$ cat config.mk
export PLATFORM = sky130hd
export DESIGN_NAME = crmx_back
export DESIGN_NICKNAME = d
export VERILOG_FILES = /design/src/rtl/core/coax_rotor_command_mixer_defines.svh /design/src/rtl/core/crmx_pkg.sv /design/src/rtl/core/crmx_back.sv
export SDC_FILE = /design/constraint.sdc
export NUM_CORES = 1
export LEC_CHECK = 0
export BUFFER_PORTS_ARGS = -buffer_cell sky130_fd_sc_hd__buf_2
export CAP_MARGIN = 25
export CORE_AREA = 2 2 148 150
export DETAILED_ROUTE_END_ITERATION = 7
export DIE_AREA = 0 0 150 152
export HOLD_SLACK_MARGIN = 0.15
export PLACE_DENSITY = 0.66
export SETUP_SLACK_MARGIN = 0.1
export SYNTH_ARGS = -nofsm -noshare
export SYNTH_HDL_FRONTEND = slang
export SYNTH_SLANG_ARGS = --single-unit
$ cat constraint.sdc
create_clock -name clk -period 6.2 [get_ports clk]
set_input_delay 1.55 -clock clk [delete_from_list [all_inputs] [get_ports clk]]
set_output_delay 1.55 -clock clk [all_outputs]
set_load 0.02 [all_outputs]
$ cat src/rtl/core/coax_rotor_command_mixer_defines.svh
// ----------------------------------------------------------------------------
// Coax rotor command mixer assertion macros
// Shared property forms for the checks in the mixer RTL.
// ----------------------------------------------------------------------------
`ifndef COAX_ROTOR_COMMAND_MIXER_DEFINES_SVH
`define COAX_ROTOR_COMMAND_MIXER_DEFINES_SVH

// The consequent must hold in the same cycle as the antecedent.
`define CRMX_ASSERT_NOW(label, clk, rst, ante, cons) \
  label: assert property (@(posedge clk) disable iff (rst) (ante) |-> (cons)) \
    else $error("crmx check failed");

// The consequent must hold in the cycle after the antecedent.
`define CRMX_ASSERT_NEXT(label, clk, rst, ante, cons) \
  label: assert property (@(posedge clk) disable iff (rst) (ante) |=> (cons)) \
    else $error("crmx check failed");

`endif

$ cat src/rtl/core/crmx_pkg.sv
// ----------------------------------------------------------------------------
// Coax rotor command mixer package
// Beat types, register layout, fixed-point constants and the arctangent table.
// ----------------------------------------------------------------------------
package crmx_pkg;

  localparam int unsigned CORDIC_STEPS = 16;
  localparam int unsigned XW = 33;
  localparam int unsigned ZW = 20;

  localparam logic signed [14:0] PHASE_PI = 15'sd12868;
  localparam logic signed [16:0] PHASE_PI_W = 17'sd12868;
  localparam logic signed [16:0] PHASE_TWO_PI = 17'sd25736;
  localparam logic [15:0] SLOW_SPEED = 16'd1600;
  localparam logic signed [ZW-1:0] HALF_PI_FINE = 20'sd102944;

  localparam logic signed [ZW-1:0] ATAN_FINE [CORDIC_STEPS] = '{
    20'sd51472, 20'sd30385, 20'sd16054, 20'sd8150, 20'sd4091, 20'sd2047,
    20'sd1024, 20'sd512, 20'sd256, 20'sd128, 20'sd64, 20'sd32, 20'sd16,
    20'sd8, 20'sd4, 20'sd2
  };

  typedef enum logic [2:0] {
    REG_THRUST_LIMIT    = 3'd0,
    REG_YAW_LIMIT       = 3'd1,
    REG_PULSE_THRESHOLD = 3'd2,
    REG_PULSE_OFFSET    = 3'd3,
    REG_PULSE_LIMIT     = 3'd4,
    REG_PHASE_ADVANCE   = 3'd5,
    REG_BOTTOM_ENABLE   = 3'd6
  } reg_idx_t;

  typedef struct packed {
    logic [14:0] thrust_limit;
    logic [14:0] yaw_limit;
    logic [14:0] pulse_threshold;
    logic [14:0] pulse_offset;
    logic [14:0] pulse_limit;
    logic [14:0] phase_advance;
    logic        bottom_enable;
  } cfg_t;

  localparam cfg_t CFG_RESET = '{
    thrust_limit:    15'd5734,
    yaw_limit:       15'd1536,
    pulse_threshold: 15'd57,
    pulse_offset:    15'd1536,
    pulse_limit:     15'd4096,
    phase_advance:   15'h7333,
    bottom_enable:   1'b1
  };

  typedef struct packed {
    logic [15:0] thrust_cmd;
    logic [15:0] yaw_cmd;
    logic [15:0] roll_cmd;
    logic [15:0] pitch_cmd;
    logic [15:0] rotor_speed;
  } cmd_t;

  typedef struct packed {
    logic [16:0] upper_drive;
    logic [16:0] lower_drive;
    logic [14:0] pulse_amplitude;
    logic [14:0] pulse_phase;
    logic [14:0] raw_phase;
  } drv_t;

  typedef struct packed {
    logic [16:0] upper_drive;
    logic [16:0] lower_drive;
    logic        slow;
  } carry_t;

  typedef struct packed {
    carry_t        carry;
    logic [XW-1:0] x;
    logic [XW-1:0] y;
    logic [ZW-1:0] z;
    logic          zero;
    logic [31:0]   s;
    logic [31:0]   r;
  } work_t;

endpackage

$ cat src/rtl/core/crmx_back.sv
// ----------------------------------------------------------------------------
// Coax rotor command mixer back end
// Rounds the angle, shapes the pulse amplitude and wraps the corrected phase.
// ----------------------------------------------------------------------------
module crmx_back (
  input  logic            clk,
  input  logic            rst,
  input  crmx_pkg::cfg_t  cfg,
  input  logic            up_valid,
  input  crmx_pkg::work_t up,
  output logic            up_ready,
  output logic            valid,
  output crmx_pkg::drv_t  q,
  input  logic            dn_ready
);

  typedef struct packed {
    crmx_pkg::carry_t carry;
    logic [14:0]      raw;
    logic [16:0]      amp;
  } back_t;

  logic s1_valid;
  back_t s1;
  back_t s1_next;
  crmx_pkg::drv_t q_next;
  logic ready;

  logic signed [crmx_pkg::ZW-1:0] zr;
  logic [15:0] mag;
  logic signed [16:0] ph;
  logic [16:0] amp;

  assign ready = !valid || dn_ready;
  assign up_ready = !s1_valid || ready;

  always_comb begin
    zr = ($signed(up.z) + 20'sd8) >>> 4;
    s1_next.carry = up.carry;
    if (up.zero) begin
      s1_next.raw = '0;
    end else if (zr > 20'($signed(crmx_pkg::PHASE_PI))) begin
      s1_next.raw = crmx_pkg::PHASE_PI;
    end else if (zr < -20'($signed(crmx_pkg::PHASE_PI))) begin
      s1_next.raw = -crmx_pkg::PHASE_PI;
    end else begin
      s1_next.raw = zr[14:0];
    end
    mag = up.r[15:0];
    if (mag < {1'b0, cfg.pulse_threshold}) begin
      s1_next.amp = '0;
    end else begin
      s1_next.amp = {1'b0, mag} + {2'b00, cfg.pulse_offset};
    end
  end

  always_comb begin
    ph = 17'($signed(cfg.phase_advance)) - 17'($signed(s1.raw));
    if (ph > crmx_pkg::PHASE_PI_W) begin
      ph = ph - crmx_pkg::PHASE_TWO_PI;
    end else if (ph < -crmx_pkg::PHASE_PI_W) begin
      ph = ph + crmx_pkg::PHASE_TWO_PI;
    end
    if (s1.carry.slow) begin
      amp = '0;
    end else if (s1.amp > {2'b00, cfg.pulse_limit}) begin
      amp = {2'b00, cfg.pulse_limit};
    end else begin
      amp = s1.amp;
    end
    q_next.upper_drive = s1.carry.upper_drive;
    q_next.lower_drive = s1.carry.lower_drive;
    q_next.pulse_amplitude = amp[14:0];
    q_next.pulse_phase = ph[14:0];
    q_next.raw_phase = s1.raw;
  end

  always_ff @(posedge clk) begin
    if (rst) begin
      s1_valid <= 1'b0;
    end else if (up_ready) begin
      s1_valid <= up_valid;
    end
  end

  always_ff @(posedge clk) begin
    if (up_ready && up_valid) begin
      s1 <= s1_next;
    end
  end

  always_ff @(posedge clk) begin
    if (rst) begin
      valid <= 1'b0;
    end else if (ready) begin
      valid <= s1_valid;
    end
  end

  always_ff @(posedge clk) begin
    if (ready && s1_valid) begin
      q <= q_next;
    end
  end

endmodule

==> impl_metrics.ini <==
[finish]
fill_cells = 2011
seq_area_um2 = 4420
area_growth_pct = 23.4
multi_input_area_um2 = 3560
layout-drive-gt1-share_pct = 28.7
nNetsFinal = 1281

[sta]
worst_slew_pin_slew_ns = 0.843
fmax_ghz = 0.219
fin_crit_ns = 4.57
setup_viol = 0
finClkSkew_ns = 0.0114
rsz0062_at_grt = false
period_share_pct = 73.7
drv_slew = 0
finalHoldViolCount = 0
final.setup.tns_ns = 0
relSlewSlack_pct = 43.8

[floorplan]
die-height_um = 152
row_count = 54
ioPinCount = 362
start_util_pct = 39.0
dieArea_um2 = 22800
die_x_um = 150
core_um2 = 21400

[route]
firstDrtPassIters = 4
via_count = 6130
wirelength_mm = 17.8
detail-route-antenna-nets = 0
drc = 0
drtIter0Drc = 224
viasPerCell = 4.98
wl_per_cell_um = 14.5

[synth]
synth_most_common_cell = edfxtp_1
syn_area_per_cell_um2 = 11.6
synth_commonest_cells = edfxtp_1, inv_1, ha_1, nor2_1, a21oi_1
synth_fp_nets = 1065
synth_edf_count = 146
synth-warning-count = 0
synth_seq_area_share_pct = 53.1
synth_top_area_share_pct = 52.6
synthArstFlopShare_pct = 0
yosysUniqueCellTypes = 71
synthTopCellsByArea = edfxtp_1, ha_1, inv_1, nor2_1, xnor2_1
netlist_instances = 720
synthFlopType = edfxtp_1
synth_area_leader_cell = edfxtp_1
synth_seq_cells = 148
synth.cell_area_um2 = 8330

[clock_tree]
clockRootBuffer = clkbuf_16
post_cts_resize_count = 0
cts_max_level = 4
post_cts_buffers = 0
cts_buffers = 17
cts_tree = built
clock_latency_ns = 0.43
cts.path.max_buffers = 2
clkSinkCount = 148
clkTransAtPathRegs_ns = 0.07
hold_buffers = 0

[power]
power_mw = 2.93
max-vdd-ir-drop_v = 0.000155
p_leak_nw = 4.42
cellPowerDensity_nw_per_um2 = 285

[critical_path]
worst-endpoint-arrival_ns = 4.71
r2r_start = q_next[0]$_SDFFCE_PP0P_
end_kind = flop
crit_type = in -> reg
required_ns = 6.34
crit_path_max_fanout = 11
crit_start = cfg[1]
crit_path_start_kind = input port

[grt]
grt_usage_pct = 15.6
grt_pass1_vias = 5740
antenna_found_initial = 5
overflow = 0
grt_max_degree = 68
grt_pass1_wl_mm = 28.3

[placement]
gp_congestion = 0.823
hpwl_mm = 13.9
port_buffers = 213

[worst_hold_path]
hp-start = q_next[68]$_DFFE_PP_
hold_path.class = reg -> reg

[run_status]
status = completed

[flow_run]
maxCapViolCount = 0
-- layout make-up --
type                            count  share of cell area [%]
Sequential cell                   148                    43.0
Multi-Input combinational cell    488                    34.7
Timing Repair Buffer              216                    10.6
Inverter                           65                    2.37
Clock inverter                     15                    1.75
Clock buffer                       17                    4.14
Tap cell                          280                    3.41
Antenna cell                        3                  0.0730
-- critical path, cell delays in order --
cell and delay [ns]:
buf_2 0.07, inv_1 0.03, ha_1 0.21, fa_1 0.41
nand2b_1 0.23, a21oi_1 0.23, o41ai_1 0.14, nor2_1 0.43
o211ai_1 0.18, a211o_1 0.36, a41oi_2 0.52, o22ai_1 0.19
xnor2_1 0.16
-- power breakdown --
| group | switching, mW | internal (mW) | total (mW) |
|---|---|---|---|
| clock network | 0.470 | 0.545 | 1.02 |
| logic | 0.408 | 0.278 | 0.685 |
| registers | 0.0264 | 1.21 | 1.23 |
-- worst paths after layout --
check	cells past startpoint	slack, ns	end
worst max register to register	11	2.37	q[23]$_DFFE_PP_
worst min register to register	0	0.41	q[68]$_DFFE_PP_
worst min-delay path	0	0.41	q[68]$_DFFE_PP_
worst max-delay path	13	1.63	q[23]$_DFFE_PP_
-- metal layers --
metal / GRT usage (%) / wire length, µm / vias up
li1: - / - / 3122
met1: 21.3 / 8300 / 2798
met2: 24.2 / 8070 / 177
met3: 3.21 / 1040 / 29
met4: 6.38 / 391 / 4
met5: 0 / 27 / -
-- kinds of logic after synthesis --
group | count (synthesis) | share of synthesized area, %
and+or+nand+nor | 190 | 11.4
AOI/OAI and AO/OA | 170 | 14.2
DFF | 148 | 53.1
buffers and inverters | 84 | 4.23
adders and majority gates | 66 | 10.0
xor gates and xnor gates | 47 | 5.21
muxes | 15 | 1.80
-- cell usage in the layout, fill, tap and decap left out, types with 3 or more instances in the layout --
cell and count:
edfxtp_1 146, a41oi_2 3, o22ai_1 8, or2_2 4
or3_1 10, inv_1 65, a21oi_1 43, nand4_1 5
mux2i_1 15, a211oi_1 4, o211ai_1 10, clkbuf_16 17
nor4_1 5, o21ai_0 20, a21o_1 16, nor2b_1 12
nand2b_1 10, a31oi_1 17, and4_1 3, nand2_1 30
inv_8 5, nor2_1 61, o21a_1 6, xor2_1 18
o21ai_1 3, o31a_1 3, diode_2 3, and3_1 8
ha_1 62, xnor2_1 26, clkinv_8 5, nor3_1 14
a211o_1 6, buf_2 214, nand3_1 12, and2_1 4
-- metrics by stage --
step | area [µm²] | std cells | setup slack, ns | hold slack (ns) | utilization [%]
after detailed placement | 9660 | 1196 | 1.29 | 0.405 | 45.3
after CTS | 10300 | 1228 | 1.70 | 0.413 | 48.1
final | 10300 | 1232 | 1.63 | 0.413 | 48.2
after global routing | 10300 | 1232 | 1.39 | 0.422 | 48.2
after floorplan | 8330 | 720 | 0.539 | 0.400 | -
after global placement | 9660 | 1196 | 1.27 | 0.400 | 45.3
-- sequential cells by signal (all words and copies together), names as in the netlist --
name	cells
valid	1
s1_valid	1
q_next	49
s1	18
q	79
(Power assumes the default switching activity.)
