--- config.mk ---
export PLATFORM = sky130hd
export DESIGN_NAME = crmx_front
export DESIGN_NICKNAME = d
export VERILOG_FILES = /design/src/rtl/core/coax_rotor_command_mixer_defines.svh /design/src/rtl/core/crmx_pkg.sv /design/src/rtl/core/crmx_front.sv
export SDC_FILE = /design/constraint.sdc
export NUM_CORES = 2
export LEC_CHECK = 0
export BUFFER_PORTS_ARGS = -buffer_cell sky130_fd_sc_hd__buf_2
export CAP_MARGIN = 5
export CELL_PAD_IN_SITES_DETAIL_PLACEMENT = 2
export CELL_PAD_IN_SITES_GLOBAL_PLACEMENT = 2
export CORE_UTILIZATION = 43
export DETAILED_ROUTE_END_ITERATION = 10
export PLACE_DENSITY = 0.95
export SETUP_SLACK_MARGIN = 0.1
export SLEW_MARGIN = 10
export SYNTH_ARGS = -nofsm -noshare
export SYNTH_HDL_FRONTEND = slang
export SYNTH_SLANG_ARGS = --single-unit
--- constraint.sdc ---
create_clock -name clk -period 19.9 [get_ports clk]
set_input_delay 2.985 -clock clk [delete_from_list [all_inputs] [get_ports clk]]
set_output_delay 2.985 -clock clk [all_outputs]
set_load 0.01 [all_outputs]
--- src/rtl/core/coax_rotor_command_mixer_defines.svh ---
// ----------------------------------------------------------------------------
// Coax rotor command mixer assertion macros
// Shared property forms for the checks in the mixer RTL.
// ----------------------------------------------------------------------------
`ifndef COAX_ROTOR_COMMAND_MIXER_DEFINES_SVH
`define COAX_ROTOR_COMMAND_MIXER_DEFINES_SVH

// The consequent must hold in the same cycle as the antecedent.
`define CRMX_ASSERT_NOW(label, clk, rst, ante, cons) \
  label: assert property (@(posedge clk) disable iff (rst) (ante) |-> (cons)) \
    else $error("crmx check failed");

// The consequent must hold in the cycle after the antecedent.
`define CRMX_ASSERT_NEXT(label, clk, rst, ante, cons) \
  label: assert property (@(posedge clk) disable iff (rst) (ante) |=> (cons)) \
    else $error("crmx check failed");

`endif

--- src/rtl/core/crmx_pkg.sv ---
// ----------------------------------------------------------------------------
// Coax rotor command mixer package
// Beat types, register layout, fixed-point constants and the arctangent table.
// ----------------------------------------------------------------------------
package crmx_pkg;

  localparam int unsigned CORDIC_STEPS = 16;
  localparam int unsigned XW = 33;
  localparam int unsigned ZW = 20;

  localparam logic signed [14:0] PHASE_PI = 15'sd12868;
  localparam logic signed [16:0] PHASE_PI_W = 17'sd12868;
  localparam logic signed [16:0] PHASE_TWO_PI = 17'sd25736;
  localparam logic [15:0] SLOW_SPEED = 16'd1600;
  localparam logic signed [ZW-1:0] HALF_PI_FINE = 20'sd102944;

  localparam logic signed [ZW-1:0] ATAN_FINE [CORDIC_STEPS] = '{
    20'sd51472, 20'sd30385, 20'sd16054, 20'sd8150, 20'sd4091, 20'sd2047,
    20'sd1024, 20'sd512, 20'sd256, 20'sd128, 20'sd64, 20'sd32, 20'sd16,
    20'sd8, 20'sd4, 20'sd2
  };

  typedef enum logic [2:0] {
    REG_THRUST_LIMIT    = 3'd0,
    REG_YAW_LIMIT       = 3'd1,
    REG_PULSE_THRESHOLD = 3'd2,
    REG_PULSE_OFFSET    = 3'd3,
    REG_PULSE_LIMIT     = 3'd4,
    REG_PHASE_ADVANCE   = 3'd5,
    REG_BOTTOM_ENABLE   = 3'd6
  } reg_idx_t;

  typedef struct packed {
    logic [14:0] thrust_limit;
    logic [14:0] yaw_limit;
    logic [14:0] pulse_threshold;
    logic [14:0] pulse_offset;
    logic [14:0] pulse_limit;
    logic [14:0] phase_advance;
    logic        bottom_enable;
  } cfg_t;

  localparam cfg_t CFG_RESET = '{
    thrust_limit:    15'd5734,
    yaw_limit:       15'd1536,
    pulse_threshold: 15'd57,
    pulse_offset:    15'd1536,
    pulse_limit:     15'd4096,
    phase_advance:   15'h7333,
    bottom_enable:   1'b1
  };

  typedef struct packed {
    logic [15:0] thrust_cmd;
    logic [15:0] yaw_cmd;
    logic [15:0] roll_cmd;
    logic [15:0] pitch_cmd;
    logic [15:0] rotor_speed;
  } cmd_t;

  typedef struct packed {
    logic [16:0] upper_drive;
    logic [16:0] lower_drive;
    logic [14:0] pulse_amplitude;
    logic [14:0] pulse_phase;
    logic [14:0] raw_phase;
  } drv_t;

  typedef struct packed {
    logic [16:0] upper_drive;
    logic [16:0] lower_drive;
    logic        slow;
  } carry_t;

  typedef struct packed {
    carry_t        carry;
    logic [XW-1:0] x;
    logic [XW-1:0] y;
    logic [ZW-1:0] z;
    logic          zero;
    logic [31:0]   s;
    logic [31:0]   r;
  } work_t;

endpackage

--- src/rtl/core/crmx_front.sv ---
// ----------------------------------------------------------------------------
// Coax rotor command mixer front end
// Clamps thrust and yaw, squares roll and pitch, and sets up the first cell.
// ----------------------------------------------------------------------------
module crmx_front (
  input  logic                  clk,
  input  logic                  rst,
  input  crmx_pkg::cfg_t        cfg,
  input  logic                  up_valid,
  input  crmx_pkg::cmd_t        up,
  output logic                  up_ready,
  output logic                  valid,
  output crmx_pkg::work_t       q,
  input  logic                  dn_ready
);

  typedef struct packed {
    logic [15:0] thrust;
    logic [15:0] yaw;
    logic [15:0] roll;
    logic [15:0] pitch;
    logic [31:0] rsq;
    logic [31:0] psq;
    logic        slow;
  } front_t;

  logic s1_valid;
  front_t s1;
  front_t s1_next;
  crmx_pkg::work_t q_next;
  logic ready;

  logic signed [16:0] tl;
  logic signed [16:0] thr;
  logic signed [16:0] thr_c;
  logic signed [31:0] rsq_s;
  logic signed [31:0] psq_s;

  logic signed [17:0] t;
  logic signed [17:0] yw;
  logic signed [17:0] y1;
  logic signed [17:0] y2;
  logic signed [17:0] yl;
  logic signed [17:0] top;
  logic signed [17:0] bot;
  logic signed [crmx_pkg::XW-1:0] xr;
  logic signed [crmx_pkg::XW-1:0] yr;

  assign ready = !valid || dn_ready;
  assign up_ready = !s1_valid || ready;

  always_comb begin
    tl = $signed({2'b00, cfg.thrust_limit});
    thr = 17'($signed(up.thrust_cmd));
    if (thr < -tl) begin
      thr_c = -tl;
    end else if (thr > tl) begin
      thr_c = tl;
    end else begin
      thr_c = thr;
    end
    rsq_s = $signed(up.roll_cmd) * $signed(up.roll_cmd);
    psq_s = $signed(up.pitch_cmd) * $signed(up.pitch_cmd);
    s1_next.thrust = thr_c[15:0];
    s1_next.yaw = up.yaw_cmd;
    s1_next.roll = up.roll_cmd;
    s1_next.pitch = up.pitch_cmd;
    s1_next.rsq = $unsigned(rsq_s);
    s1_next.psq = $unsigned(psq_s);
    s1_next.slow = up.rotor_speed < crmx_pkg::SLOW_SPEED;
  end

  always_comb begin
    t = 18'($signed(s1.thrust));
    yw = 18'($signed(s1.yaw));
    if (yw < -t) begin
      y1 = -t;
    end else if (yw > t) begin
      y1 = t;
    end else begin
      y1 = yw;
    end
    yl = $signed({3'b000, cfg.yaw_limit});
    if (y1 < -yl) begin
      y2 = -yl;
    end else if (y1 > yl) begin
      y2 = yl;
    end else begin
      y2 = y1;
    end
    top = t - y2;
    bot = cfg.bottom_enable ? t + y2 : '0;

    xr = $signed({{3{s1.roll[15]}}, s1.roll, 14'b0});
    yr = $signed({{3{s1.pitch[15]}}, s1.pitch, 14'b0});

    q_next.carry.upper_drive = top[16:0];
    q_next.carry.lower_drive = bot[16:0];
    q_next.carry.slow = s1.slow;
    q_next.zero = (s1.roll == '0) && (s1.pitch == '0);
    q_next.s = s1.rsq + s1.psq;
    q_next.r = '0;
    if (xr < 0) begin
      if (yr >= 0) begin
        q_next.x = yr;
        q_next.y = -xr;
        q_next.z = crmx_pkg::HALF_PI_FINE;
      end else begin
        q_next.x = -yr;
        q_next.y = xr;
        q_next.z = -crmx_pkg::HALF_PI_FINE;
      end
    end else begin
      q_next.x = xr;
      q_next.y = yr;
      q_next.z = '0;
    end
  end

  always_ff @(posedge clk) begin
    if (rst) begin
      s1_valid <= 1'b0;
    end else if (up_ready) begin
      s1_valid <= up_valid;
    end
  end

  always_ff @(posedge clk) begin
    if (up_ready && up_valid) begin
      s1 <= s1_next;
    end
  end

  always_ff @(posedge clk) begin
    if (rst) begin
      valid <= 1'b0;
    end else if (ready) begin
      valid <= s1_valid;
    end
  end

  always_ff @(posedge clk) begin
    if (ready && s1_valid) begin
      q <= q_next;
    end
  end

endmodule

==> metrics <==
status=completed; Post-synth EDFFs=234; Root Driver=clkbuf_16; final-layout fill cell count=8014; final-stage net count=4540; share of cells above drive strength 1=0.0960; Required @ worst endpoint=20.35 ns; fin crit period=11.38 ns; Num CTS Buffers=30; Vias/cell=5.77; first-pass GRT wire length=205 mm; P&R area growth vs syn=8.54%; # hold bufs at CTS=0; RSZ-0062 raised after global routing=false; clock sink count=236; fin. max-slew vios=0; final critical-path share of the clock period=0.572; Die H=281 um; Worst setup SP type=flip-flop; setup_tns=0 ns; synthesized flop and latch total=236; initial antenna violation count=10; Slew Limit Headroom=0.202; Avg WL per Cell=29.9 um; H-tree depth=1; vias in the first global route=32400; DP HPWL=103 mm; min-delay worst type=reg2reg; Die Wd=281 um; slowest stage cell, crit path=o31ai_4; drt drc=0; Post-Route WL=138 mm; CP max FO=20; leading area contributor after synthesis=fa_1; clk slew on worst S/H paths=0.06 ns; Buffers & Inverters on Critical Path=3; CP Class=reg2reg; via count=26600; Hold Worst Slack=0.425 ns; gr ovfl total=0; die area=78800 um^2; asr flop ratio synth=0; I/O pin count=363; maximum number of pins on one net before global-route repair=76; count of different cell masters after synthesis=87; fmax=0.0878 GHz; router iterations before antenna repair=5; # rows=101; core area=76500 um^2; Main synth FF type=edfxtp_1; Ys Warns=0; CTS tree=done; Gate Count Post-Synth=3370; Worst Tran Pin Value=1.17 ns; crit end category=flip-flop; largest delay contributor family on the critical path=compound AO/OA/AOI/OAI gates; crit-path most repeated cell=ha_1; synthesized cell area=33400 um^2; worst-skew pair later-pin latency=0.63 ns; initial core utilization=0.437; post-cts sizing count=0; sequential share of the synthesized area=0.212; DR iter-0 viols=1432; Area contributors post-synth=fa_1 29%, edfxtp_1 21%, ha_1 12%, inv_1 7.7%, xnor2_1 3.7%; Fin Clk Skew=0.0297 ns; port bufs=231; CTS Buffer Depth=3; Mean Syn Cell Area=9.91 um^2; max cap viols=0; Slowest Stage Delay on Critical Path=0.85 ns; arrival time at the worst endpoint=11.84 ns; RePlAce Congestion=0.882; Post-CTS Setup Bufs=0; Yosys top cell area share=0.288; Tot GR Track Use=0.356; antenna-violating nets left=0; final setup fails=0; Hold Violations, Final=0
worst paths after layout:
| check | from | cells after the start | slack [ns] | to |
|---|---|---|---|---|
| worst max register to register | s1[114] | 39 | 8.52 | q[168] |
| worst min register to register | q_next[151] | 0 | 0.43 | q[151] |
| worst min-delay path | q_next[151] | 0 | 0.43 | q[151] |
| worst max-delay path | s1[114] | 39 | 8.52 | q[168] |
metrics by stage:
stage	utilization	instance area (um^2)	worst slack (ns)	cells
2_1_floorplan	-	33700	10.44	3437
3_3_place_gp	0.461	35300	9.29	4550
5_1_grt	0.474	36300	7.63	4604
3_5_place_dp	0.461	35300	8.62	4550
6_report	0.474	36300	8.52	4606
4_1_cts	0.474	36300	8.49	4604
area by class of cell:
cell class              instances  area, um^2  share of cell area
multi-input cells            2351       23100               0.637
flip-flops and latches        236        7070               0.195
inverters                     691        2590              0.0715
well taps                    1030        1290              0.0355
repair buffers                242        1240              0.0342
clock buffers                  38         781              0.0215
clock inverters                16         196             0.00542
diodes                          2        5.00            0.000138
sequential cells by signal, indices dropped and copies added, names as in the netlist:
signal	flops
s1	124
q	109
q_next	1
s1_valid	1
valid	1
layer usage:
| metal | vias up | track usage | wire, um |
|---|---|---|---|
| met5 | - | 0 | 69 |
| met4 | 12 | 0.281 | 12600 |
| met3 | 690 | 0.0919 | 8590 |
| met2 | 1125 | 0.655 | 72500 |
| met1 | 13700 | 0.333 | 44100 |
| li1 | 11100 | - | - |
worst register-to-register path: cells and delay by family (launching register included):
family / cells / cell delay (ns)
buffers and inverters: 3 / 0.72
adder cells (fa/ha/maj): 5 / 1.63
AO/OA/AOI/OAI: 14 / 4.28
AND/OR/NAND/NOR: 15 / 3.74
multiplexers: 1 / 0.16
flip-flops: 1 / 0.57
XOR/XNOR: 1 / 0.12
placed cells by master (no fill, tap or decap), types with 20 or more instances in the layout:
master / Yosys / final
and2_1: 108 / 107
nand2_1: 235 / 235
o21a_1: 22 / 22
inv_1: 689 / 689
nor2_1: 169 / 169
fa_1: 481 / 481
nand2b_1: 36 / 36
nor3_1: 46 / 46
or3_1: 31 / 31
xor2_1: 50 / 50
nand4_1: 20 / 20
nor2b_1: 33 / 32
buf_2: 4 / 231
xnor2_1: 141 / 141
edfxtp_1: 234 / 234
nand3_1: 30 / 30
a21oi_1: 161 / 161
clkbuf_16: 0 / 30
ha_1: 332 / 332
mux2i_1: 44 / 44
a21o_1: 51 / 51
conb_1: 1 / 68
o21ai_0: 63 / 63
cell families (layout without fill, tap and decap cells):
group,count (synthesis),in the layout,synth area share
adders and majority gates,813,813,0.413
other,1,70,0.000112
muxes,52,52,0.0159
DFF,236,236,0.212
and+or+nand+nor,787,787,0.117
buffers and inverters,850,987,0.105
xor gates and xnor gates,193,193,0.0512
AOI/OAI and AO/OA,438,438,0.0862
cells in the mapped netlist (all sizes together) (33+ instances only):
cell type	n
a21o	51
nor3	46
buf	87
o21ai	70
and2	108
xnor2	142
mux2i	44
nand2	235
fa	481
clkbuf	72
nor2	174
or3	36
ha	332
nor2b	33
xor2	50
edfxtp	234
nand2b	36
a21oi	162
inv	689
Power is left out: the tool's default activity adds up to more than one toggle a clock period on the data nets, which glitch-free logic cannot reach.
