## src/rtl/core/coax_rotor_command_mixer_defines.svh

```systemverilog
// ----------------------------------------------------------------------------
// Coax rotor command mixer assertion macros
// Shared property forms for the checks in the mixer RTL.
// ----------------------------------------------------------------------------
`ifndef COAX_ROTOR_COMMAND_MIXER_DEFINES_SVH
`define COAX_ROTOR_COMMAND_MIXER_DEFINES_SVH

// The consequent must hold in the same cycle as the antecedent.
`define CRMX_ASSERT_NOW(label, clk, rst, ante, cons) \
  label: assert property (@(posedge clk) disable iff (rst) (ante) |-> (cons)) \
    else $error("crmx check failed");

// The consequent must hold in the cycle after the antecedent.
`define CRMX_ASSERT_NEXT(label, clk, rst, ante, cons) \
  label: assert property (@(posedge clk) disable iff (rst) (ante) |=> (cons)) \
    else $error("crmx check failed");

`endif

```

## src/rtl/core/crmx_pkg.sv

```systemverilog
// ----------------------------------------------------------------------------
// Coax rotor command mixer package
// Beat types, register layout, fixed-point constants and the arctangent table.
// ----------------------------------------------------------------------------
package crmx_pkg;

  localparam int unsigned CORDIC_STEPS = 16;
  localparam int unsigned XW = 33;
  localparam int unsigned ZW = 20;

  localparam logic signed [14:0] PHASE_PI = 15'sd12868;
  localparam logic signed [16:0] PHASE_PI_W = 17'sd12868;
  localparam logic signed [16:0] PHASE_TWO_PI = 17'sd25736;
  localparam logic [15:0] SLOW_SPEED = 16'd1600;
  localparam logic signed [ZW-1:0] HALF_PI_FINE = 20'sd102944;

  localparam logic signed [ZW-1:0] ATAN_FINE [CORDIC_STEPS] = '{
    20'sd51472, 20'sd30385, 20'sd16054, 20'sd8150, 20'sd4091, 20'sd2047,
    20'sd1024, 20'sd512, 20'sd256, 20'sd128, 20'sd64, 20'sd32, 20'sd16,
    20'sd8, 20'sd4, 20'sd2
  };

  typedef enum logic [2:0] {
    REG_THRUST_LIMIT    = 3'd0,
    REG_YAW_LIMIT       = 3'd1,
    REG_PULSE_THRESHOLD = 3'd2,
    REG_PULSE_OFFSET    = 3'd3,
    REG_PULSE_LIMIT     = 3'd4,
    REG_PHASE_ADVANCE   = 3'd5,
    REG_BOTTOM_ENABLE   = 3'd6
  } reg_idx_t;

  typedef struct packed {
    logic [14:0] thrust_limit;
    logic [14:0] yaw_limit;
    logic [14:0] pulse_threshold;
    logic [14:0] pulse_offset;
    logic [14:0] pulse_limit;
    logic [14:0] phase_advance;
    logic        bottom_enable;
  } cfg_t;

  localparam cfg_t CFG_RESET = '{
    thrust_limit:    15'd5734,
    yaw_limit:       15'd1536,
    pulse_threshold: 15'd57,
    pulse_offset:    15'd1536,
    pulse_limit:     15'd4096,
    phase_advance:   15'h7333,
    bottom_enable:   1'b1
  };

  typedef struct packed {
    logic [15:0] thrust_cmd;
    logic [15:0] yaw_cmd;
    logic [15:0] roll_cmd;
    logic [15:0] pitch_cmd;
    logic [15:0] rotor_speed;
  } cmd_t;

  typedef struct packed {
    logic [16:0] upper_drive;
    logic [16:0] lower_drive;
    logic [14:0] pulse_amplitude;
    logic [14:0] pulse_phase;
    logic [14:0] raw_phase;
  } drv_t;

  typedef struct packed {
    logic [16:0] upper_drive;
    logic [16:0] lower_drive;
    logic        slow;
  } carry_t;

  typedef struct packed {
    carry_t        carry;
    logic [XW-1:0] x;
    logic [XW-1:0] y;
    logic [ZW-1:0] z;
    logic          zero;
    logic [31:0]   s;
    logic [31:0]   r;
  } work_t;

endpackage

```

## src/rtl/core/crmx_cell.sv

```systemverilog
// ----------------------------------------------------------------------------
// Coax rotor command mixer cell
// One vectoring rotation step and one square root digit, with a stage register.
// ----------------------------------------------------------------------------
module crmx_cell #(
  parameter int unsigned STEP = 0
) (
  input  logic            clk,
  input  logic            rst,
  input  logic            up_valid,
  input  crmx_pkg::work_t up,
  output logic            up_ready,
  output logic            valid,
  output crmx_pkg::work_t q,
  input  logic            dn_ready
);

  localparam logic signed [crmx_pkg::ZW-1:0] AtanStep = crmx_pkg::ATAN_FINE[STEP];
  localparam logic [31:0] SqBit = 32'(1) << (30 - 2 * STEP);

  crmx_pkg::work_t q_next;
  logic signed [crmx_pkg::XW-1:0] xs;
  logic signed [crmx_pkg::XW-1:0] ys;
  logic [32:0] trial;

  assign up_ready = !valid || dn_ready;
  assign xs = $signed(up.x) >>> STEP;
  assign ys = $signed(up.y) >>> STEP;
  assign trial = {1'b0, up.r} + {1'b0, SqBit};

  always_comb begin
    q_next = up;
    if (!up.y[crmx_pkg::XW-1]) begin
      q_next.x = $signed(up.x) + ys;
      q_next.y = $signed(up.y) - xs;
      q_next.z = $signed(up.z) + AtanStep;
    end else begin
      q_next.x = $signed(up.x) - ys;
      q_next.y = $signed(up.y) + xs;
      q_next.z = $signed(up.z) - AtanStep;
    end
    if ({1'b0, up.s} >= trial) begin
      q_next.s = up.s - trial[31:0];
      q_next.r = (up.r >> 1) + SqBit;
    end else begin
      q_next.r = up.r >> 1;
    end
  end

  always_ff @(posedge clk) begin
    if (rst) begin
      valid <= 1'b0;
    end else if (up_ready) begin
      valid <= up_valid;
    end
  end

  always_ff @(posedge clk) begin
    if (up_ready && up_valid) begin
      q <= q_next;
    end
  end

endmodule

```

## config.mk

```make
export PLATFORM = sky130hd
export DESIGN_NAME = crmx_cell
export DESIGN_NICKNAME = d
export VERILOG_FILES = /design/src/rtl/core/coax_rotor_command_mixer_defines.svh /design/src/rtl/core/crmx_pkg.sv /design/src/rtl/core/crmx_cell.sv
export SDC_FILE = /design/constraint.sdc
export NUM_CORES = 1
export LEC_CHECK = 0
export ABC_AREA = 1
export BUFFER_PORTS_ARGS = -buffer_cell sky130_fd_sc_hd__buf_4
export CORE_MARGIN = 2
export CORE_UTILIZATION = 51
export DETAILED_ROUTE_END_ITERATION = 16
export PLACE_DENSITY = 0.79
export SETUP_SLACK_MARGIN = 0.2
export SLEW_MARGIN = 10
export SYNTH_ARGS = -nofsm -noshare
export SYNTH_HDL_FRONTEND = slang
export SYNTH_SLANG_ARGS = --single-unit
```

## constraint.sdc

```tcl
create_clock -name clk -period 12.9 [get_ports clk]
set_input_delay 1.935 -clock clk [delete_from_list [all_inputs] [get_ports clk]]
set_output_delay 1.935 -clock clk [all_outputs]
set_load 0.02 [all_outputs]
```

==> reports/results.tsv, run 1 <==
stage	metric	value	unit
clock_tree	clock-pin slew on the worst setup and hold paths	0.07	ns
setup_path	endpoint required time on the critical path	10.97	ns
routing	Routed wire per std cell	17.7	um
pwr	total power divided by cell area	102	nW/um^2
die	height of the die	187	um
clock_tree	number of buffers inserted for hold repair after clock tree synthesis	0	
synth	list of most frequent post-synthesis cells	926 x sky130_fd_sc_hd__nand2_1, 481 x sky130_fd_sc_hd__inv_1, 214 x sky130_fd_sc_hd__nand3_1, 196 x sky130_fd_sc_hd__nor2_1, 185 x sky130_fd_sc_hd__edfxtp_1	
setup_path	worst-path maximum fanout	2	
global_route	number of antenna violations at the first check in global routing	2	
cells_and_area	final net count	3232	
setup_path	beginning of the worst register-to-register path	valid	
routing	detailed-route vias per instance	5.27	
die	site row count	66	
setup_path	peak per-stage delay on the critical path	0.16	ns
global_route	largest net degree at the start of global routing	186	
pwr	Worst VDD drop	100	uV
clock_tree	worst-case clock buffer depth	2	
synth	async set-reset flop share out of synthesis	0	%
flow_run	Max-Cap Viols	0	
synth	Synth Instances	2548	
setup_path	critical register-to-register path endpoint	q[133]	
routing	count of nets left with antenna violations after detail routing	0	
setup_path	critical-path cell with the highest stage delay	sky130_fd_sc_hd__buf_4	
placed_design	PortBufs	377	
sta	pin slew with the least headroom to its limit	1.04	ns
routing	Routed Wire Length	59400	um
synth	count leader, synth	sky130_fd_sc_hd__nand2_1	
sta	setup TNS	0	ns
sta	Fmax achieved	231	MHz
setup_path	endpoint of the most critical setup path	up_ready	
routing	overall via count from detail_route	17636	
routing	TritonRoute pass-1 iters	6	
sta	Final Cycle Share	33.5	%
synth	xor-xnor portion of the synthesized cell area	2.63	%
routing	drc violations	0	
sta	clk_skew	0.0186	ns
placed_design	RePlAce Congestion	1.00	
clock_tree	clock buffer count from CTS	17	
sta	post-layout minimum cycle time	4.32	ns
setup_path	data arrival time at the worst-slack endpoint	2.38	ns
pwr	leakage component of the power	11.3	nW
cells_and_area	area overhead of the layout relative to synthesis	21.8	%
synth	Mapped Avg Cell Area	6.67	um^2
cells_and_area	combined area of the multi-input logic cells	9310	um^2
routing	First DRT Iteration DRCs	1555	
synth	number of flip-flops and latches in the synthesized netlist	186	
synth	cell taking the most area after synthesis	sky130_fd_sc_hd__edfxtp_1	
sta	worst slew margin relative to its limit	30.8	%
synth	count of flip-flops with a built-in enable after synthesis	185	
global_route	wire length of the first global-routing pass	92000	um
synth	main combinational cell family by area after synthesis	simple AND/OR/NAND/NOR gates	
synth	count of synthesis-stage warnings from yosys	0	
sta	Final Hold Viols	0	
synth	sequential share of the synthesized area	32.8	%
clock_tree	Resize count post-CTS	0	
setup_path	number of cell instances on the worst register-to-register path	2	
die	io pins	378	
clock_tree	number of levels in the clock H-tree	4	
synth	proportion of synthesized area in mux cells	0	%
setup_path	sort of element at the end of the critical path	primary output	
clock_tree	total number of clock tree sinks	186	
synth	main flop type after synthesis	sky130_fd_sc_hd__edfxtp_1	
cells_and_area	fill cell total of the finished layout	3035	
clock_tree	clock tree from TritonCTS	yes	
clock_tree	number of setup buffers added after CTS	0	
global_route	GRT Resource Usage Total	33.8	%
synth	Compound-Gate Fraction of Synth Area	7.13	%
synth	adder and majority gate portion of the synthesized area	11.2	%
cells_and_area	Sequential Area	5580	um^2
die	starting density of the core	52.0	%
sta	unrepaired setup endpoints after global routing	false	
synth	number of distinct standard cells referenced by the synthesized netlist	45	
global_route	vias in the first global route	17361	
die	Die X-Extent	187	um
outcome	status	complete, no violations	
sta	Fin Hold WS	0.551	ns
die	area enclosed by the die boundary	34800	um^2
clock_tree	CTS root buffer	sky130_fd_sc_hd__clkbuf_16	
setup_path	setup slack of the worst register-to-register path	11.12	ns
synth	netlist area before placement	17000	um^2
setup_path	critical path type	in2out	
min_path	Tightest Hold Check Type	reg2reg	
synth	syn nets	2887	
setup_path	series of cell instances along the critical path	buf_4 > inv_1 > nand2_1 > buf_4	
setup_path	start point of the critical path	dn_ready	
synth	area share of and/or/nand/nor cells after synthesis	33.7	%
cells_and_area	layout cell share with drive strength beyond 1	14.9	%
clock_tree	insertion delay of the later-clocked pin in the worst-skew pair	0.48	ns
die	core area	32700	um^2
synth	leading post-synthesis cells by cell area	sky130_fd_sc_hd__edfxtp_1 33%, sky130_fd_sc_hd__nand2_1 20%, sky130_fd_sc_hd__inv_1 11%	
setup_path	most common cell type on the critical path	sky130_fd_sc_hd__buf_4	
sta	number of max-slew violations in the final report	0	
synth	portion of synthesized cell area occupied by the leading cell type	32.7	%
sta	endpoints failing setup	0	
global_route	Overflow after GRT	0	
placed_design	DP HPWL	48700	um
setup_path	crit start category	input pin	
-- area by class of cell --
cell class | count | share of cell area [%]
multi-input combinational | 1826 | 44.9
sequential | 186 | 26.9
timing repair buffer | 380 | 13.8
inverter | 482 | 8.74
tap | 442 | 2.67
clock buffer | 17 | 2.05
clock inverter | 15 | 0.816
antenna | 1 | 0.0121
-- placed cells by master (no fill, tap or decap), types with 3 or more instances in the layout --
cell type                   count
sky130_fd_sc_hd__a21oi_1      108
sky130_fd_sc_hd__and2_1         6
sky130_fd_sc_hd__buf_4        379
sky130_fd_sc_hd__clkbuf_16     17
sky130_fd_sc_hd__clkinv_4       3
sky130_fd_sc_hd__clkinv_8       3
sky130_fd_sc_hd__edfxtp_1     185
sky130_fd_sc_hd__fa_1           5
sky130_fd_sc_hd__ha_1         144
sky130_fd_sc_hd__inv_1        480
sky130_fd_sc_hd__inv_8          5
sky130_fd_sc_hd__nand2_1      926
sky130_fd_sc_hd__nand2_2        5
sky130_fd_sc_hd__nand3_1      214
sky130_fd_sc_hd__nand3b_1       5
sky130_fd_sc_hd__nand4_1       17
sky130_fd_sc_hd__nor2_1       196
sky130_fd_sc_hd__nor2_2         7
sky130_fd_sc_hd__nor3_1        17
sky130_fd_sc_hd__o211ai_1       5
sky130_fd_sc_hd__o21ai_0       67
sky130_fd_sc_hd__o21bai_1      18
sky130_fd_sc_hd__o22ai_1        8
sky130_fd_sc_hd__o31ai_1        3
sky130_fd_sc_hd__xnor2_1        8
sky130_fd_sc_hd__xor2_1        43
-- power by group --
group,switching [mW],internal (mW)
Combinational,0.517,0.272
Sequential,0.0215,0.744
Clock,0.286,0.262
Total,0.825,1.28
-- registers in the layout (all words and copies together), names as in the netlist --
| signal | count |
|---|---|
| q | 185 |
| valid | 1 |
-- metrics by stage --
step / util (%) / area [um^2] / instances / power, mW / setup slack [ns]
CTS: 63.3 / 20700 / 3348 / 2.10 / 8.58
finish: 63.3 / 20700 / 3349 / 2.10 / 8.58
global route: 63.3 / 20700 / 3349 / 2.21 / 8.55
detailed placement: 61.5 / 20100 / 3316 / 1.56 / 8.33
global placement: 61.5 / 20100 / 3316 / 1.54 / 8.37
floorplan: - / 17000 / 2548 / 1.27 / 1.25
-- critical path, delay by kind of cell --
kind	cells	cell delay, ns
buffers and inverters	3	0.36
and+or+nand+nor	1	0.08
-- worst min-delay path by stage --
| stage | startpoint | end | slack, ns | depth (start not counted) |
|---|---|---|---|---|
| 2_1_floorplan | valid | valid | 0.71 | 2 |
| 3_3_place_gp | valid | valid | 0.53 | 2 |
| 3_5_place_dp | valid | valid | 0.54 | 2 |
| 4_1_cts | valid | valid | 0.55 | 2 |
| 5_1_grt | valid | valid | 0.59 | 2 |
| 6_report | valid | valid | 0.55 | 2 |
-- per-layer routing --
metal	track usage [%]	up-vias	part of all wire [%]
met5	0	-	0.025
met4	16.6	2	5.2
met3	4.95	148	6.4
met2	62.1	759	50
met1	38.4	8076	38
li1	-	8651	-
-- cell families after synthesis --
logic type | Yosys count
DFF | 186
AOI/OAI and AO/OA | 222
xor gates and xnor gates | 51
adders and majority gates | 149
buffers and inverters | 536
and+or+nand+nor | 1404
(Power assumes the default switching activity.)
==> inputs of run 2 (changes only) <==
--- a/config.mk
+++ b/config.mk
@@ -5,12 +5,12 @@
 export SDC_FILE = /design/constraint.sdc
 export NUM_CORES = 1
 export LEC_CHECK = 0
-export ABC_AREA = 1
+export ABC_AREA = 0
 export BUFFER_PORTS_ARGS = -buffer_cell sky130_fd_sc_hd__buf_4
 export CORE_MARGIN = 2
-export CORE_UTILIZATION = 51
+export CORE_UTILIZATION = 49
 export DETAILED_ROUTE_END_ITERATION = 16
-export PLACE_DENSITY = 0.79
+export PLACE_DENSITY = 0.81
 export SETUP_SLACK_MARGIN = 0.2
 export SLEW_MARGIN = 10
 export SYNTH_ARGS = -nofsm -noshare
==> constraint.sdc (replaced) <==
create_clock -name clk -period 3.86 [get_ports clk]
set_input_delay 0.579 -clock clk [delete_from_list [all_inputs] [get_ports clk]]
set_output_delay 0.579 -clock clk [all_outputs]
set_load 0.02 [all_outputs]
==> reports/results.tsv, run 2 <==
stage	metric	value	unit
placed_design	RePlAce Congestion	0.980	
clock_tree	clock buffer count from CTS	17	
synth	number of distinct standard cells referenced by the synthesized netlist	90	
sta	worst slew margin relative to its limit	48.7	%
synth	netlist area before placement	13800	um^2
routing	drc violations	0	
sta	post-layout minimum cycle time	3.34	ns
synth	Mapped Avg Cell Area	10.1	um^2
cells_and_area	final net count	2088	
die	io pins	378	
synth	count of synthesis-stage warnings from yosys	0	
die	starting density of the core	49.7	%
setup_path	start point of the critical path	up[85]	
cells_and_area	area overhead of the layout relative to synthesis	29.1	%
clock_tree	insertion delay of the later-clocked pin in the worst-skew pair	0.44	ns
cells_and_area	commonest non-fill, non-tap cell in the layout	sky130_fd_sc_hd__buf_4	
setup_path	endpoint required time on the critical path	4.04	ns
clock_tree	CTS root buffer	sky130_fd_sc_hd__clkbuf_16	
setup_path	series of cell instances along the critical path	buf_4 > ha_1 > inv_1 > fa_1 > nor2_1 > o221ai_1 > a211oi_1 > o211ai_1 > nand2_1 > a211oi_2 > o41ai_2 > a2111oi_0 > o32ai_1 > xor2_1	
die	height of the die	172	um
clock_tree	clock tree from TritonCTS	yes	
clock_tree	clock-pin slew on the worst setup and hold paths	0.08	ns
pwr	Worst VDD drop	249	uV
cells_and_area	combined area of the multi-input logic cells	7430	um^2
synth	count leader, synth	sky130_fd_sc_hd__edfxtp_1	
cells_and_area	flip-flop count of the largest register after layout	185	
cells_and_area	largest registers	q x185, valid x1	
setup_path	critical-path cell with the highest stage delay	sky130_fd_sc_hd__a211oi_1	
die	area enclosed by the die boundary	29500	um^2
clock_tree	worst-case clock buffer depth	2	
cells_and_area	commonest cells after routing, fill and taps aside	410 x sky130_fd_sc_hd__buf_4, 185 x sky130_fd_sc_hd__edfxtp_1, 144 x sky130_fd_sc_hd__ha_1	
die	core area	27700	um^2
synth	async set-reset flop share out of synthesis	0	%
synth	portion of synthesized cell area occupied by the leading cell type	40.4	%
synth	syn nets	1703	
sta	pin slew with the least headroom to its limit	0.762	ns
setup_path	peak per-stage delay on the critical path	0.45	ns
global_route	number of antenna violations at the first check in global routing	3	
clock_tree	number of buffers inserted for hold repair after clock tree synthesis	0	
setup_path	worst-path maximum fanout	4	
sta	Final Cycle Share	86.5	%
cells_and_area	Sequential Area	5580	um^2
setup_path	critical register-to-register path endpoint	q[75]	
min_path	hold wc startpoint	rst	
synth	cell taking the most area after synthesis	sky130_fd_sc_hd__edfxtp_1	
sta	unrepaired setup endpoints after global routing	false	
setup_path	number of cell instances on the worst register-to-register path	3	
setup_path	critical path type	in2reg	
routing	overall via count from detail_route	12032	
synth	count of flip-flops with a built-in enable after synthesis	185	
cells_and_area	fill cell total of the finished layout	2237	
routing	count of nets left with antenna violations after detail routing	0	
clock_tree	total number of clock tree sinks	186	
global_route	GRT Resource Usage Total	26.7	%
pwr	Final Power	6.70	mW
pwr	leakage component of the power	7.94	nW
sta	Final Hold Viols	0	
clock_tree	number of setup buffers added after CTS	0	
sta	endpoints failing setup	0	
synth	Synth Instances	1364	
sta	setup TNS	0	ns
global_route	vias in the first global route	11585	
die	Die X-Extent	172	um
placed_design	DP HPWL	32300	um
routing	Routed wire per std cell	19.0	um
sta	clk_skew	0.00971	ns
synth	leading post-synthesis cells by cell area	sky130_fd_sc_hd__edfxtp_1 40%, sky130_fd_sc_hd__ha_1 13%, sky130_fd_sc_hd__xnor2_1 5.3%	
synth	sequential share of the synthesized area	40.5	%
sta	Fmax achieved	299	MHz
setup_path	Worst Path Buf+Inv	2	
sta	number of max-slew violations in the final report	0	
placed_design	PortBufs	377	
setup_path	crit start category	input pin	
synth	main flop type after synthesis	sky130_fd_sc_hd__edfxtp_1	
synth	list of most frequent post-synthesis cells	185 x sky130_fd_sc_hd__edfxtp_1, 144 x sky130_fd_sc_hd__ha_1, 140 x sky130_fd_sc_hd__a21oi_1, 136 x sky130_fd_sc_hd__inv_1, 92 x sky130_fd_sc_hd__nor2_1	
pwr	total power divided by cell area	377	nW/um^2
cells_and_area	register ranked first by flip-flop count	q	
clock_tree	number of levels in the clock H-tree	4	
routing	TritonRoute pass-1 iters	5	
routing	Routed Wire Length	40700	um
min_path	worst hold path endpoint	valid	
setup_path	sort of element at the end of the critical path	flop	
setup_path	setup slack of the worst register-to-register path	2.03	ns
setup_path	delay-heaviest family, CP	compound AO/OA/AOI/OAI gates	
global_route	Overflow after GRT	0	
routing	detailed-route vias per instance	5.61	
cells_and_area	layout cell share with drive strength beyond 1	28.0	%
global_route	wire length of the first global-routing pass	60800	um
clock_tree	Resize count post-CTS	0	
synth	number of flip-flops and latches in the synthesized netlist	186	
flow_run	Max-Cap Viols	0	
setup_path	data arrival time at the worst-slack endpoint	3.52	ns
routing	First DRT Iteration DRCs	1071	
min_path	Tightest Hold Check Type	in2reg	
outcome	status	complete, no violations	
global_route	largest net degree at the start of global routing	85	
setup_path	beginning of the worst register-to-register path	valid	
die	site row count	61	
min_path	number of cells on the worst hold path	2	
[run 2: changes by cell type after synthesis, moves of 14 or more]
cell                      delta
sky130_fd_sc_hd__o21a_1     +15
sky130_fd_sc_hd__inv_1     -345
sky130_fd_sc_hd__nand3_1   -203
sky130_fd_sc_hd__mux2i_1    +20
sky130_fd_sc_hd__xor2_1     -20
sky130_fd_sc_hd__nor2b_1    +15
sky130_fd_sc_hd__mux2_2     +14
sky130_fd_sc_hd__a21o_1     +31
sky130_fd_sc_hd__a21oi_1    +31
sky130_fd_sc_hd__xnor2_1    +76
sky130_fd_sc_hd__nor2_1    -104
sky130_fd_sc_hd__nand2_1   -857
[run 2: routing by layer]
metal  vias to the layer above  track usage (%)  wire, um
li1                       5729                -         -
met1                      5624             31.5     15700
met2                       591             46.6     20300
met3                        88             4.49      2810
met4                         0             13.9      1940
met5                         -                0         0
[run 2: how the worst max path moves through the flow]
stage / slack [ns] / cells past startpoint / end
after floorplan: 0.26 / 2 / q[0]
after global placement: 0.20 / 14 / q[116]
after detailed placement: 0.12 / 14 / q[150]
after CTS: 0.57 / 14 / q[150]
after global routing: 0.35 / 14 / q[146]
final: 0.52 / 14 / q[150]
[run 2: cells by family after synthesis]
logic type	after synthesis	share of synthesized area, %
buf+inv	188	5.53
compound gates	403	19.7
flops	186	40.5
fa+ha+maj	149	13.8
simple gates	283	9.87
mux	48	3.77
xor+xnor	107	6.81
[run 2: worst register-to-register path: cells and delay by family, from the launching register on]
family	cells	cell delay (ns)
buf+inv	1	0.47
flops	1	0.32
simple gates	2	0.61
[run 2: report_power, final]
part | internal (mW) | switching (mW) | leakage (nW)
registers | 2.51 | 0.0645 | 1.80
clock network | 0.887 | 0.928 | 0.296
logic | 0.992 | 1.32 | 5.84
total | 4.39 | 2.31 | 7.94
[run 2: cell type report]
class / count / share of cell area [%]
multi-input cells: 990 / 41.8
flip-flops and latches: 186 / 31.4
repair buffers: 413 / 17.7
inverters: 141 / 2.99
well taps: 378 / 2.66
clock buffers: 17 / 2.39
clock inverters: 15 / 1.08
diodes: 3 / 0.0422
[run 2: metrics by stage]
| stage | utilization (%) | area [um^2] | std cells | setup slack [ns] | hold slack (ns) |
|---|---|---|---|---|---|
| after floorplan | - | 13800 | 1364 | 0.255 | 0.648 |
| after global placement | 61.9 | 17200 | 2108 | 0.197 | 0.524 |
| after detailed placement | 61.9 | 17200 | 2108 | 0.124 | 0.532 |
| after CTS | 64.1 | 17800 | 2140 | 0.573 | 0.266 |
| after global routing | 64.2 | 17800 | 2143 | 0.352 | 0.272 |
| final | 64.2 | 17800 | 2143 | 0.519 | 0.285 |
